**config.mk**
```make
export PLATFORM = sky130hd
export DESIGN_NAME = pid_controller_clamped_core
export DESIGN_NICKNAME = d
export VERILOG_FILES = /design/src/rtl/pcc_pkg.sv /design/src/rtl/pid_controller_clamped_core.sv /design/src/rtl/pcc_cfg_regs.sv /design/src/rtl/pcc_sequencer.sv /design/src/rtl/pcc_datapath.sv
export SDC_FILE = /design/constraint.sdc
export NUM_CORES = 2
export LEC_CHECK = 0
export ABC_AREA = 1
export BUFFER_PORTS_ARGS = -buffer_cell sky130_fd_sc_hd__buf_4
export CORE_MARGIN = 10
export CORE_UTILIZATION = 27
export CTS_BUF_LIST = sky130_fd_sc_hd__clkbuf_4
export DETAILED_ROUTE_END_ITERATION = 16
export PLACE_DENSITY_LB_ADDON = 0.1
export SYNTH_ARGS = -nofsm -noshare
export SYNTH_HDL_FRONTEND = slang
export SYNTH_SLANG_ARGS = --single-unit
```
**constraint.sdc**
```tcl
create_clock -name clk_i -period 14.6 [get_ports clk_i]
set_input_delay 0 -clock clk_i [delete_from_list [all_inputs] [get_ports clk_i]]
set_output_delay 0 -clock clk_i [all_outputs]
set_load 0.02 [all_outputs]
```
**src/rtl/pcc_pkg.sv**
```systemverilog
// ----------------------------------------------------------------------------
// pcc_pkg
// Types, constants and microprogram of the clamped PID controller.
// ----------------------------------------------------------------------------
`default_nettype none

package pcc_pkg;

  localparam int unsigned DATA_W   = 16;
  localparam int unsigned ERR_W    = DATA_W + 1;
  localparam int unsigned DIFF_W   = ERR_W + 1;
  localparam int unsigned ACC_W    = 48;
  localparam int unsigned ACC_SH   = 16;
  localparam int unsigned DERIV_W  = DIFF_W + DATA_W;
  localparam int unsigned PROD_W   = DERIV_W + DATA_W + 1;
  localparam int unsigned SUM_W    = 52;
  localparam int unsigned OUT_SH   = 8;
  localparam int unsigned Y_W      = SUM_W - OUT_SH;
  localparam int unsigned CFG_IDX_W = 3;
  localparam int unsigned STEP_W   = 3;

  localparam logic signed [ACC_W-1:0] ACC_MAX = {1'b0, {(ACC_W-1){1'b1}}};
  localparam logic signed [ACC_W-1:0] ACC_MIN = {1'b1, {(ACC_W-1){1'b0}}};

  typedef enum logic [CFG_IDX_W-1:0] {
    REG_PROP_GAIN  = 3'd0,
    REG_INTEG_GAIN = 3'd1,
    REG_DERIV_GAIN = 3'd2,
    REG_STEP_TIME  = 3'd3,
    REG_STEP_RATE  = 3'd4,
    REG_OUT_MAX    = 3'd5,
    REG_OUT_MIN    = 3'd6
  } cfg_reg_e;

  typedef struct packed {
    logic signed [DATA_W-1:0] measured;
    logic signed [DATA_W-1:0] target;
  } in_t;

  typedef struct packed {
    logic signed [DATA_W-1:0] drive;
    logic                     limited;
  } out_t;

  typedef struct packed {
    logic [DATA_W-1:0]        prop_gain;
    logic [DATA_W-1:0]        integ_gain;
    logic [DATA_W-1:0]        deriv_gain;
    logic [DATA_W-1:0]        step_time;
    logic [DATA_W-1:0]        step_rate;
    logic signed [DATA_W-1:0] out_max;
    logic signed [DATA_W-1:0] out_min;
  } cfg_t;

  typedef enum logic [2:0] {
    MA_ERR_IN,
    MA_ERR,
    MA_DIFF,
    MA_INTEG,
    MA_DERIV
  } mul_a_e;

  typedef enum logic [2:0] {
    MB_TIME,
    MB_RATE,
    MB_PROP,
    MB_INTEG,
    MB_DERIV
  } mul_b_e;

  typedef enum logic [1:0] {
    SUM_HOLD,
    SUM_LOAD,
    SUM_ADD
  } sum_op_e;

  typedef enum logic [1:0] {
    COND_NEXT,
    COND_IN,
    COND_OUT
  } cond_e;

  typedef struct packed {
    mul_a_e  mul_a;
    mul_b_e  mul_b;
    logic    err_en;
    logic    acc_en;
    logic    deriv_en;
    sum_op_e sum_op;
    logic    out_en;
  } ctrl_t;

  typedef struct packed {
    ctrl_t             ctrl;
    cond_e             cond;
    logic [STEP_W-1:0] target;
  } ucode_t;

  function automatic ucode_t ucode_word(logic [STEP_W-1:0] step);
    ucode_t w;
    w = '{ctrl: '{mul_a: MA_ERR_IN, mul_b: MB_TIME, err_en: 1'b0, acc_en: 1'b0,
                  deriv_en: 1'b0, sum_op: SUM_HOLD, out_en: 1'b0},
          cond: COND_IN, target: '0};
    unique case (step)
      3'd0: begin
        w.ctrl.err_en = 1'b1;
      end
      3'd1: begin
        w.ctrl.mul_a  = MA_ERR;
        w.ctrl.mul_b  = MB_PROP;
        w.ctrl.acc_en = 1'b1;
        w.cond        = COND_NEXT;
      end
      3'd2: begin
        w.ctrl.mul_a  = MA_DIFF;
        w.ctrl.mul_b  = MB_RATE;
        w.ctrl.sum_op = SUM_LOAD;
        w.cond        = COND_NEXT;
      end
      3'd3: begin
        w.ctrl.mul_a    = MA_INTEG;
        w.ctrl.mul_b    = MB_INTEG;
        w.ctrl.deriv_en = 1'b1;
        w.cond          = COND_NEXT;
      end
      3'd4: begin
        w.ctrl.mul_a  = MA_DERIV;
        w.ctrl.mul_b  = MB_DERIV;
        w.ctrl.sum_op = SUM_ADD;
        w.cond        = COND_NEXT;
      end
      3'd5: begin
        w.ctrl.sum_op = SUM_ADD;
        w.cond        = COND_NEXT;
      end
      3'd6: begin
        w.ctrl.out_en = 1'b1;
        w.cond        = COND_OUT;
        w.target      = 3'd0;
      end
      default: begin
        w.cond   = COND_OUT;
        w.target = 3'd0;
      end
    endcase
    return w;
  endfunction

endpackage

`default_nettype wire

```
**src/rtl/pid_controller_clamped_core.sv**
```systemverilog
// ----------------------------------------------------------------------------
// pid_controller_clamped_core
// Fixed-point PID controller with saturating integrator and output clamp.
// ----------------------------------------------------------------------------
// Input channel (in_valid_i/in_ready_o/in_data_i) carries one measured value
// and target per transfer; output channel (out_valid_o/out_ready_i/
// out_data_o) returns the clamped drive and the limited flag.
// Configuration channel (cfg_valid_i/cfg_ready_o/cfg_index_i/cfg_data_i)
// writes gains, step time, step rate and clamps; it is always ready and
// writes with an index beyond the register list are dropped.
// A microprogram of seven steps runs one shared 34x17 multiplier for the
// four products and the integrator update, so a new input transfer is
// taken only after the previous item has run through every step; the
// result is loaded into the output register on the last step.
// The result waits in an output register, so the next input is taken while
// it is pending; if the receiver stalls, the sequencer holds on its last
// step until that register frees.
// Reset clears the integrator and the previous error and loads the
// register defaults; the block is ready for input right after reset.
// ----------------------------------------------------------------------------
`default_nettype none

module pid_controller_clamped_core import pcc_pkg::*; (
  input  wire logic                 clk_i,
  input  wire logic                 rst_ni,
  input  wire logic                 in_valid_i,
  output logic                      in_ready_o,
  input  wire in_t                  in_data_i,
  output logic                      out_valid_o,
  input  wire logic                 out_ready_i,
  output out_t                      out_data_o,
  input  wire logic                 cfg_valid_i,
  output logic                      cfg_ready_o,
  input  wire logic [CFG_IDX_W-1:0] cfg_index_i,
  input  wire logic [DATA_W-1:0]    cfg_data_i
);

  cfg_t  cfg;
  ctrl_t ctrl;
  logic  out_free;

  pcc_cfg_regs u_cfg_regs (
    .clk_i       (clk_i),
    .rst_ni      (rst_ni),
    .cfg_valid_i (cfg_valid_i),
    .cfg_ready_o (cfg_ready_o),
    .cfg_index_i (cfg_index_i),
    .cfg_data_i  (cfg_data_i),
    .cfg_o       (cfg)
  );

  pcc_sequencer u_sequencer (
    .clk_i      (clk_i),
    .rst_ni     (rst_ni),
    .in_valid_i (in_valid_i),
    .out_free_i (out_free),
    .in_ready_o (in_ready_o),
    .ctrl_o     (ctrl)
  );

  pcc_datapath u_datapath (
    .clk_i       (clk_i),
    .rst_ni      (rst_ni),
    .in_data_i   (in_data_i),
    .cfg_i       (cfg),
    .ctrl_i      (ctrl),
    .out_free_o  (out_free),
    .out_valid_o (out_valid_o),
    .out_ready_i (out_ready_i),
    .out_data_o  (out_data_o)
  );

endmodule

`default_nettype wire

```
**src/rtl/pcc_cfg_regs.sv**
```systemverilog
// ----------------------------------------------------------------------------
// pcc_cfg_regs
// Gain, timing and clamp registers written through the configuration channel.
// ----------------------------------------------------------------------------
`default_nettype none

module pcc_cfg_regs import pcc_pkg::*; (
  input  wire logic                 clk_i,
  input  wire logic                 rst_ni,
  input  wire logic                 cfg_valid_i,
  output logic                      cfg_ready_o,
  input  wire logic [CFG_IDX_W-1:0] cfg_index_i,
  input  wire logic [DATA_W-1:0]    cfg_data_i,
  output cfg_t                      cfg_o
);

  cfg_t cfg_q, cfg_d;

  assign cfg_ready_o = 1'b1;
  assign cfg_o       = cfg_q;

  always_comb begin
    cfg_d = cfg_q;
    if (cfg_valid_i) begin
      unique case (cfg_index_i)
        REG_PROP_GAIN:  cfg_d.prop_gain  = cfg_data_i;
        REG_INTEG_GAIN: cfg_d.integ_gain = cfg_data_i;
        REG_DERIV_GAIN: cfg_d.deriv_gain = cfg_data_i;
        REG_STEP_TIME:  cfg_d.step_time  = cfg_data_i;
        REG_STEP_RATE:  cfg_d.step_rate  = cfg_data_i;
        REG_OUT_MAX:    cfg_d.out_max    = $signed(cfg_data_i);
        REG_OUT_MIN:    cfg_d.out_min    = $signed(cfg_data_i);
        default:        cfg_d            = cfg_q;
      endcase
    end
  end

  always_ff @(posedge clk_i or negedge rst_ni) begin
    if (!rst_ni) begin
      cfg_q.prop_gain  <= 16'd256;
      cfg_q.integ_gain <= 16'd256;
      cfg_q.deriv_gain <= 16'd256;
      cfg_q.step_time  <= 16'd655;
      cfg_q.step_rate  <= 16'd100;
      cfg_q.out_max    <= 16'sh7FFF;
      cfg_q.out_min    <= 16'sh8000;
    end else begin
      cfg_q <= cfg_d;
    end
  end

endmodule

`default_nettype wire

```
**src/rtl/pcc_sequencer.sv**
```systemverilog
// ----------------------------------------------------------------------------
// pcc_sequencer
// Step counter over the microprogram ROM with wait-for-input and
// wait-for-output jumps.
// ----------------------------------------------------------------------------
`default_nettype none

module pcc_sequencer import pcc_pkg::*; (
  input  wire logic clk_i,
  input  wire logic rst_ni,
  input  wire logic in_valid_i,
  input  wire logic out_free_i,
  output logic      in_ready_o,
  output ctrl_t     ctrl_o
);

  logic [STEP_W-1:0] step_q, step_d;
  ucode_t            uword;
  logic              go;

  assign uword = ucode_word(step_q);

  always_comb begin
    unique case (uword.cond)
      COND_NEXT: go = 1'b1;
      COND_IN:   go = in_valid_i;
      COND_OUT:  go = out_free_i;
      default:   go = 1'b0;
    endcase

    in_ready_o = (uword.cond == COND_IN);

    step_d = step_q;
    if (go) begin
      if (uword.cond == COND_OUT) begin
        step_d = uword.target;
      end else begin
        step_d = step_q + STEP_W'(1);
      end
    end

    ctrl_o = uword.ctrl;
    if (!go) begin
      ctrl_o.err_en   = 1'b0;
      ctrl_o.acc_en   = 1'b0;
      ctrl_o.deriv_en = 1'b0;
      ctrl_o.sum_op   = SUM_HOLD;
      ctrl_o.out_en   = 1'b0;
    end
  end

  always_ff @(posedge clk_i or negedge rst_ni) begin
    if (!rst_ni) begin
      step_q <= '0;
    end else begin
      step_q <= step_d;
    end
  end

endmodule

`default_nettype wire

```
**src/rtl/pcc_datapath.sv**
```systemverilog
// ----------------------------------------------------------------------------
// pcc_datapath
// Shared multiplier, saturating integrator, sum register, clamp and output
// register of the PID controller.
// ----------------------------------------------------------------------------
`default_nettype none

module pcc_datapath import pcc_pkg::*; (
  input  wire logic clk_i,
  input  wire logic rst_ni,
  input  wire in_t  in_data_i,
  input  wire cfg_t cfg_i,
  input  wire ctrl_t ctrl_i,
  output logic      out_free_o,
  output logic      out_valid_o,
  input  wire logic out_ready_i,
  output out_t      out_data_o
);

  logic signed [ERR_W-1:0]   err_in;
  logic signed [ERR_W-1:0]   err_q, last_err_q;
  logic signed [DIFF_W-1:0]  diff_q;
  logic signed [ACC_W-1:0]   acc_q, acc_d;
  logic signed [ACC_W:0]     acc_sum;
  logic signed [DERIV_W-1:0] deriv_q;
  logic signed [DERIV_W-1:0] mul_a;
  logic signed [DATA_W:0]    mul_b;
  logic signed [PROD_W-1:0]  prod_q;
  logic signed [SUM_W-1:0]   sum_q, sum_d;
  logic signed [Y_W-1:0]     y_raw, y_hi, y_lo;
  logic                      lim;
  logic                      out_valid_q;
  out_t                      out_q;

  assign err_in = ERR_W'(in_data_i.target) - ERR_W'(in_data_i.measured);

  always_comb begin
    unique case (ctrl_i.mul_a)
      MA_ERR_IN: mul_a = DERIV_W'(err_in);
      MA_ERR:    mul_a = DERIV_W'(err_q);
      MA_DIFF:   mul_a = DERIV_W'(diff_q);
      MA_INTEG:  mul_a = DERIV_W'($signed(acc_q[ACC_W-1:ACC_SH]));
      MA_DERIV:  mul_a = deriv_q;
      default:   mul_a = '0;
    endcase
    unique case (ctrl_i.mul_b)
      MB_TIME:  mul_b = $signed({1'b0, cfg_i.step_time});
      MB_RATE:  mul_b = $signed({1'b0, cfg_i.step_rate});
      MB_PROP:  mul_b = $signed({1'b0, cfg_i.prop_gain});
      MB_INTEG: mul_b = $signed({1'b0, cfg_i.integ_gain});
      MB_DERIV: mul_b = $signed({1'b0, cfg_i.deriv_gain});
      default:  mul_b = '0;
    endcase
  end

  always_ff @(posedge clk_i) begin
    prod_q <= mul_a * mul_b;
  end

  always_comb begin
    acc_sum = $signed({acc_q[ACC_W-1], acc_q}) + $signed(prod_q[ACC_W:0]);
    if (acc_sum[ACC_W] != acc_sum[ACC_W-1]) begin
      acc_d = acc_sum[ACC_W] ? ACC_MIN : ACC_MAX;
    end else begin
      acc_d = acc_sum[ACC_W-1:0];
    end
  end

  always_comb begin
    unique case (ctrl_i.sum_op)
      SUM_LOAD: sum_d = SUM_W'(prod_q);
      SUM_ADD:  sum_d = sum_q + SUM_W'(prod_q);
      default:  sum_d = sum_q;
    endcase
  end

  always_ff @(posedge clk_i or negedge rst_ni) begin
    if (!rst_ni) begin
      acc_q      <= '0;
      last_err_q <= '0;
    end else begin
      if (ctrl_i.acc_en) begin
        acc_q <= acc_d;
      end
      if (ctrl_i.err_en) begin
        last_err_q <= err_in;
      end
    end
  end

  always_ff @(posedge clk_i) begin
    if (ctrl_i.err_en) begin
      err_q  <= err_in;
      diff_q <= DIFF_W'(err_in) - DIFF_W'(last_err_q);
    end
    if (ctrl_i.deriv_en) begin
      deriv_q <= prod_q[DERIV_W-1:0];
    end
    sum_q <= sum_d;
  end

  always_comb begin
    y_raw = sum_q[SUM_W-1:OUT_SH];
    lim   = 1'b0;
    y_hi  = y_raw;
    if (y_raw > Y_W'(cfg_i.out_max)) begin
      y_hi = Y_W'(cfg_i.out_max);
      lim  = 1'b1;
    end
    y_lo = y_hi;
    if (y_hi < Y_W'(cfg_i.out_min)) begin
      y_lo = Y_W'(cfg_i.out_min);
      lim  = 1'b1;
    end
  end

  assign out_free_o  = !out_valid_q || out_ready_i;
  assign out_valid_o = out_valid_q;
  assign out_data_o  = out_q;

  always_ff @(posedge clk_i or negedge rst_ni) begin
    if (!rst_ni) begin
      out_valid_q <= 1'b0;
    end else if (ctrl_i.out_en) begin
      out_valid_q <= 1'b1;
    end else if (out_ready_i) begin
      out_valid_q <= 1'b0;
    end
  end

  always_ff @(posedge clk_i) begin
    if (ctrl_i.out_en) begin
      out_q.drive   <= y_lo[DATA_W-1:0];
      out_q.limited <= lim;
    end
  end

endmodule

`default_nettype wire
```
* After elaboration in Yosys (flattened, before gate mapping)
Index checks and enable logic that the tools add are counted.
** Storage, ports and cells
- Output and inout port bits :: 20
- Register bits :: 370
- Logic and storage cells :: 89
- Bits of input ports :: 56
** Operators by class
- $mul :: 1
- Add/subtract/negate cells :: 5
- Multiplexer cells :: 20
- Reduce and logical (&&, ||, !) cells :: 18
- Eq/ne operators :: 25
- Order comparisons :: 2
** Operators by type and width (number)
- $pmux W34 S5 :: 1
- $pmux W52 S2 :: 1
- $mux W48 :: 2
- $pmux W16 S5 :: 1
- $add A52 B51 Y52 :: 1
- $mul A34 B17 Y51 :: 1
- $add A48 B49 Y49 :: 1
- $gt A44 B16 Y1 :: 1
- $lt A44 B16 Y1 :: 1
- $mux W44 :: 1
- $eq A3 B2 Y1 const B :: 8
- $eq A3 B3 Y1 const B :: 8
- $pmux W6 S4 :: 1
- $sub A17 B17 Y18 :: 1
- $sub A16 B16 Y17 :: 1
- $mux W16 :: 1
- $reduce_and A2 Y1 :: 7
- $eq A3 B1 Y1 const B :: 4
- $logic_not A3 Y1 :: 4
- $pmux W2 S2 :: 2
- $mux W1 :: 7
- $mux W6 :: 1
- $reduce_or A5 Y1 :: 1
- $eq A2 B1 Y1 const B :: 2
- other kinds (10) :: 12

* Depth between registers and ports, before layout
- Depth in word-level cells :: 8
- Mapped depth :: 45

* Modules after synthesis
Synthesis repeated with hierarchy kept, for this count alone.
** Unflattened totals
- Cell total of the unflattened synthesis :: 5497
- Area total of the unflattened synthesis :: 43538.0 um2
** By module, submodules not included
- pcc_datapath :: area an instance 38779.7 um2, seq. area each 6816.5 um2, cells an instance 4949, times used 1
- pcc_cfg_regs :: area an instance 4413.0 um2, seq. area each 2837.7 um2, cells an instance 496, times used 1
- pcc_sequencer :: area an instance 345.3 um2, seq. area each 75.1 um2, cells an instance 52, times used 1

* Least setup slack after synthesis
No wires, ideal clock.
- Path kind :: register -> register
- From :: register u_sequencer.step_q[0]
- To :: register u_datapath.prod_q[44]
- Cell stages (with the launch flop) :: 39
- Arrival :: 7.169 ns
- Period minus slack after synthesis :: 7.289 ns
- Slack :: 7.311 ns
- Required time :: 14.480 ns
- Cells stage by stage :: dfrtp_1 -> ha_1 -> ha_1 -> inv_1 -> o21ai_0 -> nand2_1 -> inv_1 -> nor2_1 -> clkbuf_1 -> a221oi_1 -> o21a_1 -> inv_1 -> clkbuf_1 -> nand2_1 -> fa_1 -> inv_1 -> fa_1 -> inv_1 -> [... 3 more ...] -> fa_1 -> inv_1 -> fa_1 -> inv_1 -> ha_1 -> a21oi_1 -> inv_1 -> o21ai_0 -> nand2_1 -> a21oi_1 -> o21ai_1 -> nand2_1 -> nand2_1 -> nand3_1 -> nand2_1 -> nand3_1 -> nand2_1 -> xor2_1
** On the way
- Longest elaborated chain between the ends :: 5
- Elaborated cells on any way between the ends :: 18
** RTL lines
- from (decl) :: line pcc_sequencer.sv:17 : logic [STEP_W-1:0] step_q, step_d;
- from (signal assigned) :: line pcc_sequencer.sv:56 : step_q <= step_d;
- $eq A3 B3 Y1, or another cell as far along :: line pcc_pkg.sv:104 : unique case (step)
- $pmux W6 S4 * :: line pcc_pkg.sv:104
- $eq A3 B3 Y1, or another cell as far along :: line pcc_datapath.sv:38 : unique case (ctrl_i.mul_a)
- $pmux W34 S5 or $pmux W16 S5 (tied branches) :: line pcc_datapath.sv:38, pcc_datapath.sv:46
- $mul A34 B17 Y51 * :: line pcc_datapath.sv:57 : prod_q <= mul_a * mul_b;
- to (signal assigned) :: line pcc_datapath.sv:57
- to (decl) :: line pcc_datapath.sv:28 : logic signed [PROD_W-1:0] prod_q;
Every way passes the cells marked *; elsewhere a longest branch is shown, timed or not.
A chain may end at the register's enable or synchronous reset.

* Final worst setup path
- From :: input in_data_i[16] (netlist bit)
- To :: register u_datapath.prod_q[50]
** On the way
- Longest elaborated chain between the ends :: 3
** RTL lines
- from (decl) :: line pid_controller_clamped_core.sv:28 : input wire in_t in_data_i,
- $sub A16 B16 Y17 :: line pcc_datapath.sv:35 : assign err_in = ERR_W'(in_data_i.target) - ERR_W'(in_data_i.measured);
- net u_datapath.err_in[16] :: line pcc_datapath.sv:20 : logic signed [ERR_W-1:0] err_in;
- $pmux W34 S5 :: line pcc_datapath.sv:38
- $mul A34 B17 Y51 :: line pcc_datapath.sv:57
The timed path passes the listed nets, and every way through them passes these cells.

==> summary.md <==
| Metric | Value |
|---|---|
| Final WL | `149 mm` |
| Synth Net Count | `just over 6000` |
| Critical path required time | `~15 ns` |
| Initial Utilization | `27.1%` |
| Clock Tree Buf Depth | `3` |
| Synth Instances | `5274` |
| Core area | `around 160000 sq um` |
| Reg-to-Reg Start | `u_sequencer.step_q[0]$_DFFE_PN0P_` |
| Setup bufs post-CTS | `0` |
| Final hold vios | `0` |
| Reg2Reg Setup Slack | `5.24 ns` |
| GRT Total Usage | `between 10% and 20%` |
| Least-Margin Pin Slew | `1.19 ns` |
| Syn-to-layout area delta | `12.6%` |
| Final setup viols | `0` |
| Clk root buf | `clkbuf_4` |
| Share of cells above drive strength 1 | `7.22%` |
| Max Cap Viol | `0` |
| Most Frequent Cell on Critical Path | `nand2_1` |
| Max frequency | `98.3 MHz` |
| GPL Wtd Cong | `0.843` |
| Synth Flop Type | `dfrtp_1` |
| Final slew viol count | `0` |
| Die area | `175000 sq um` |
| Remaining global-route overflow | `0` |
| Port Buf Inserts | `74` |
| # IOs | `76` |
| Crit path arrival time | `10.96 ns` |
| YS warnings | `0` |
| Worst slew margin | `20.8%` |
| Worst-skew pair later-pin latency | `about 0.95 ns` |
| Die height | `between 400 and 500 um` |
| Terminus of the critical flop-to-flop path | `u_datapath.prod_q[50]$_DFF_P_` |
| Post-DP HPWL | `118 mm` |
| Setup Skew | `just under 0.1 ns` |
| Number of synthesized flops with an enable pin | `138` |
| Crit end category | `flip-flop` |
| RSZ-0062 raised after global routing | `no` |
| Drt first pass iters | `6` |
| Min Clock Period, post-route | `between 10 and 15 ns` |
| Hold Path Origin | `cfg_data_i[6]` |
| First-pass GRT wire length | `230 mm` |
| Commonest non-fill, non-tap cell in the layout | `inv_1` |
| Crit path max-delay cell type | `nand2_1` |
| Final critical-path share of the clock period | `a little over two thirds` |
| Reg2Reg Depth | `34` |
| Syn_area_per_cell | `between 8 and 9 sq um` |
| Most frequent cells in the layout | `inv_1 (1125), nand2_1 (1080), fa_1 (521)` |
| Hold Path Sink | `u_cfg_regs.cfg_o[70]$_DFFE_PN0P_` |
| Hold depth | `4` |
| Vias | `35106` |
| Hold Crit Class | `in -> reg` |
| Vias in the first global route | `37347` |
| Number of antenna violations at the first check in global routing | `7` |
| Chip Width | `418 um` |
| CTS clk-pin slew, worst paths | `0.07 ns` |
| Number of H-tree levels | `3` |
| Max stage delay on crit path | `0.61 ns` |
| DRC Markers | `0` |
| Setup tns final | `0 ns` |
| # rows | `around 150` |
| Crit Path Class | `in -> reg` |
| Status | `completed` |
| Initial drt markers | `1907` |
| Wire length per cell | `approximately 20 um` |
| Largest net degree at the start of global routing | `between 60 and 70` |
| Post-Syn Area | `approximately 43000 sq um` |
| Number of synthesized register bits | `370` |
| NumNets Final | `6382` |
| Antenna Nets Post-Route | `0` |
| CP max FO | `18` |
| Vias per cell | `4.60` |
| CTS tree | `done` |
| Clk sinks | `370` |
| CTS buffer count | `110` |
| Post-synth ARST share | `48.9%` |
| Synth unique cells | `67` |
| Sequential fraction of the synthesis area | `between 20 and 25%` |
| Startpoint Class | `input pin` |
cell type report:
cell class	count	area, sq um
antenna	8	20.0
clock buffer	162	1220
clock inverter	48	234
fill	17072	110000
inverter	1136	4260
multi-input combinational	3618	28200
sequential	370	9730
tap	2072	2590
timing repair buffer	223	1950
repair_timing:
action / in CTS / in global routing
gates resized for setup: 0 / 0
hold buffers: 99 / 0
hold endpoints to repair: 331 / 0
critical path, delay by kind of cell:
kind	cells	cell delay, ns
buffers and inverters	11	3.08
xor gates and xnor gates	1	0.14
adders and majority gates	9	4.00
and+or+nand+nor	16	2.26
AOI/OAI and AO/OA	7	1.44
cells by family after synthesis:
family                   Yosys count  synth area share [%]
buffers and inverters           1286                  11.6
adder cells (fa/ha/maj)          867                  34.4
other                              1               0.00875
flip-flops                       370                  22.7
AND/OR/NAND/NOR                 1729                  16.2
AO/OA/AOI/OAI                    867                  11.9
XOR/XNOR                         154                  3.16
how the worst max path moves through the flow:
stage / start / endpoint / slack (ns) / cells after the start
floorplan: u_sequencer.step_q[0]$_DFFE_PN0P_ / u_datapath.prod_q[44]$_DFF_P_ / 7.31 / 38
global placement: u_sequencer.step_q[0]$_DFFE_PN0P_ / u_datapath.prod_q[48]$_DFF_P_ / 5.20 / 37
detailed placement: u_sequencer.step_q[0]$_DFFE_PN0P_ / u_datapath.prod_q[48]$_DFF_P_ / 5.29 / 37
CTS: in_data_i[16] / u_datapath.prod_q[50]$_DFF_P_ / 4.51 / 44
global route: in_data_i[16] / u_datapath.prod_q[50]$_DFF_P_ / 3.88 / 44
finish: in_data_i[16] / u_datapath.prod_q[50]$_DFF_P_ / 4.43 / 44
registers in the layout (all words and copies together) (netlist names):
register	count
u_datapath.last_err_q	17
u_sequencer.step_q	3
u_datapath.prod_q	51
u_datapath.diff_q	18
u_datapath.acc_q	48
u_cfg_regs.cfg_o	112
u_datapath.out_valid_o	1
u_datapath.deriv_q	34
u_datapath.err_q	17
u_datapath.out_data_o	17
u_datapath.sum_q	52
cells in the mapped netlist (62+ instances only):
library cell	n	share of area [%]
xnor2_1	62	1.3
dfrtp_1	153	8.9
nand3_1	130	1.5
o21ai_0	298	3.5
a21oi_1	279	3.3
nor2_1	402	3.5
clkbuf_1	78	0.68
inv_1	1127	9.9
fa_1	521	24
nand2_1	1080	9.5
ha_1	346	10
xor2_1	91	1.9
a31oi_1	66	0.96
edfxtp_1	138	9.7
routing by layer:
metal	share of wire, %	wire, um	GRT usage, %	vias up
met1	48	71600	23.6	17265
met5	0	0	0	-
met3	3.9	5790	2.07	123
met4	1.4	2150	2.98	0
li1	-	-	-	17040
met2	47	69300	28.6	678
stage by stage:
step | utilization, % | instances | hold slack, ns | worst slack (ns) | instance area (sq um)
2_1_floorplan | - | 5274 | -0.296 | 7.31 | 42900
3_3_place_gp | 29.0 | 7320 | 0.00730 | 5.20 | 45800
3_5_place_dp | 29.0 | 7320 | 0.00957 | 5.29 | 45800
4_1_cts | 30.5 | 7629 | 0.0100 | 4.51 | 48200
5_1_grt | 30.5 | 7634 | 0.0248 | 3.88 | 48200
6_report | 30.5 | 7637 | 0.109 | 4.43 | 48200
Power is not shown: default switching activity piles up to over one toggle a cycle in this logic, so the estimate is an artifact.
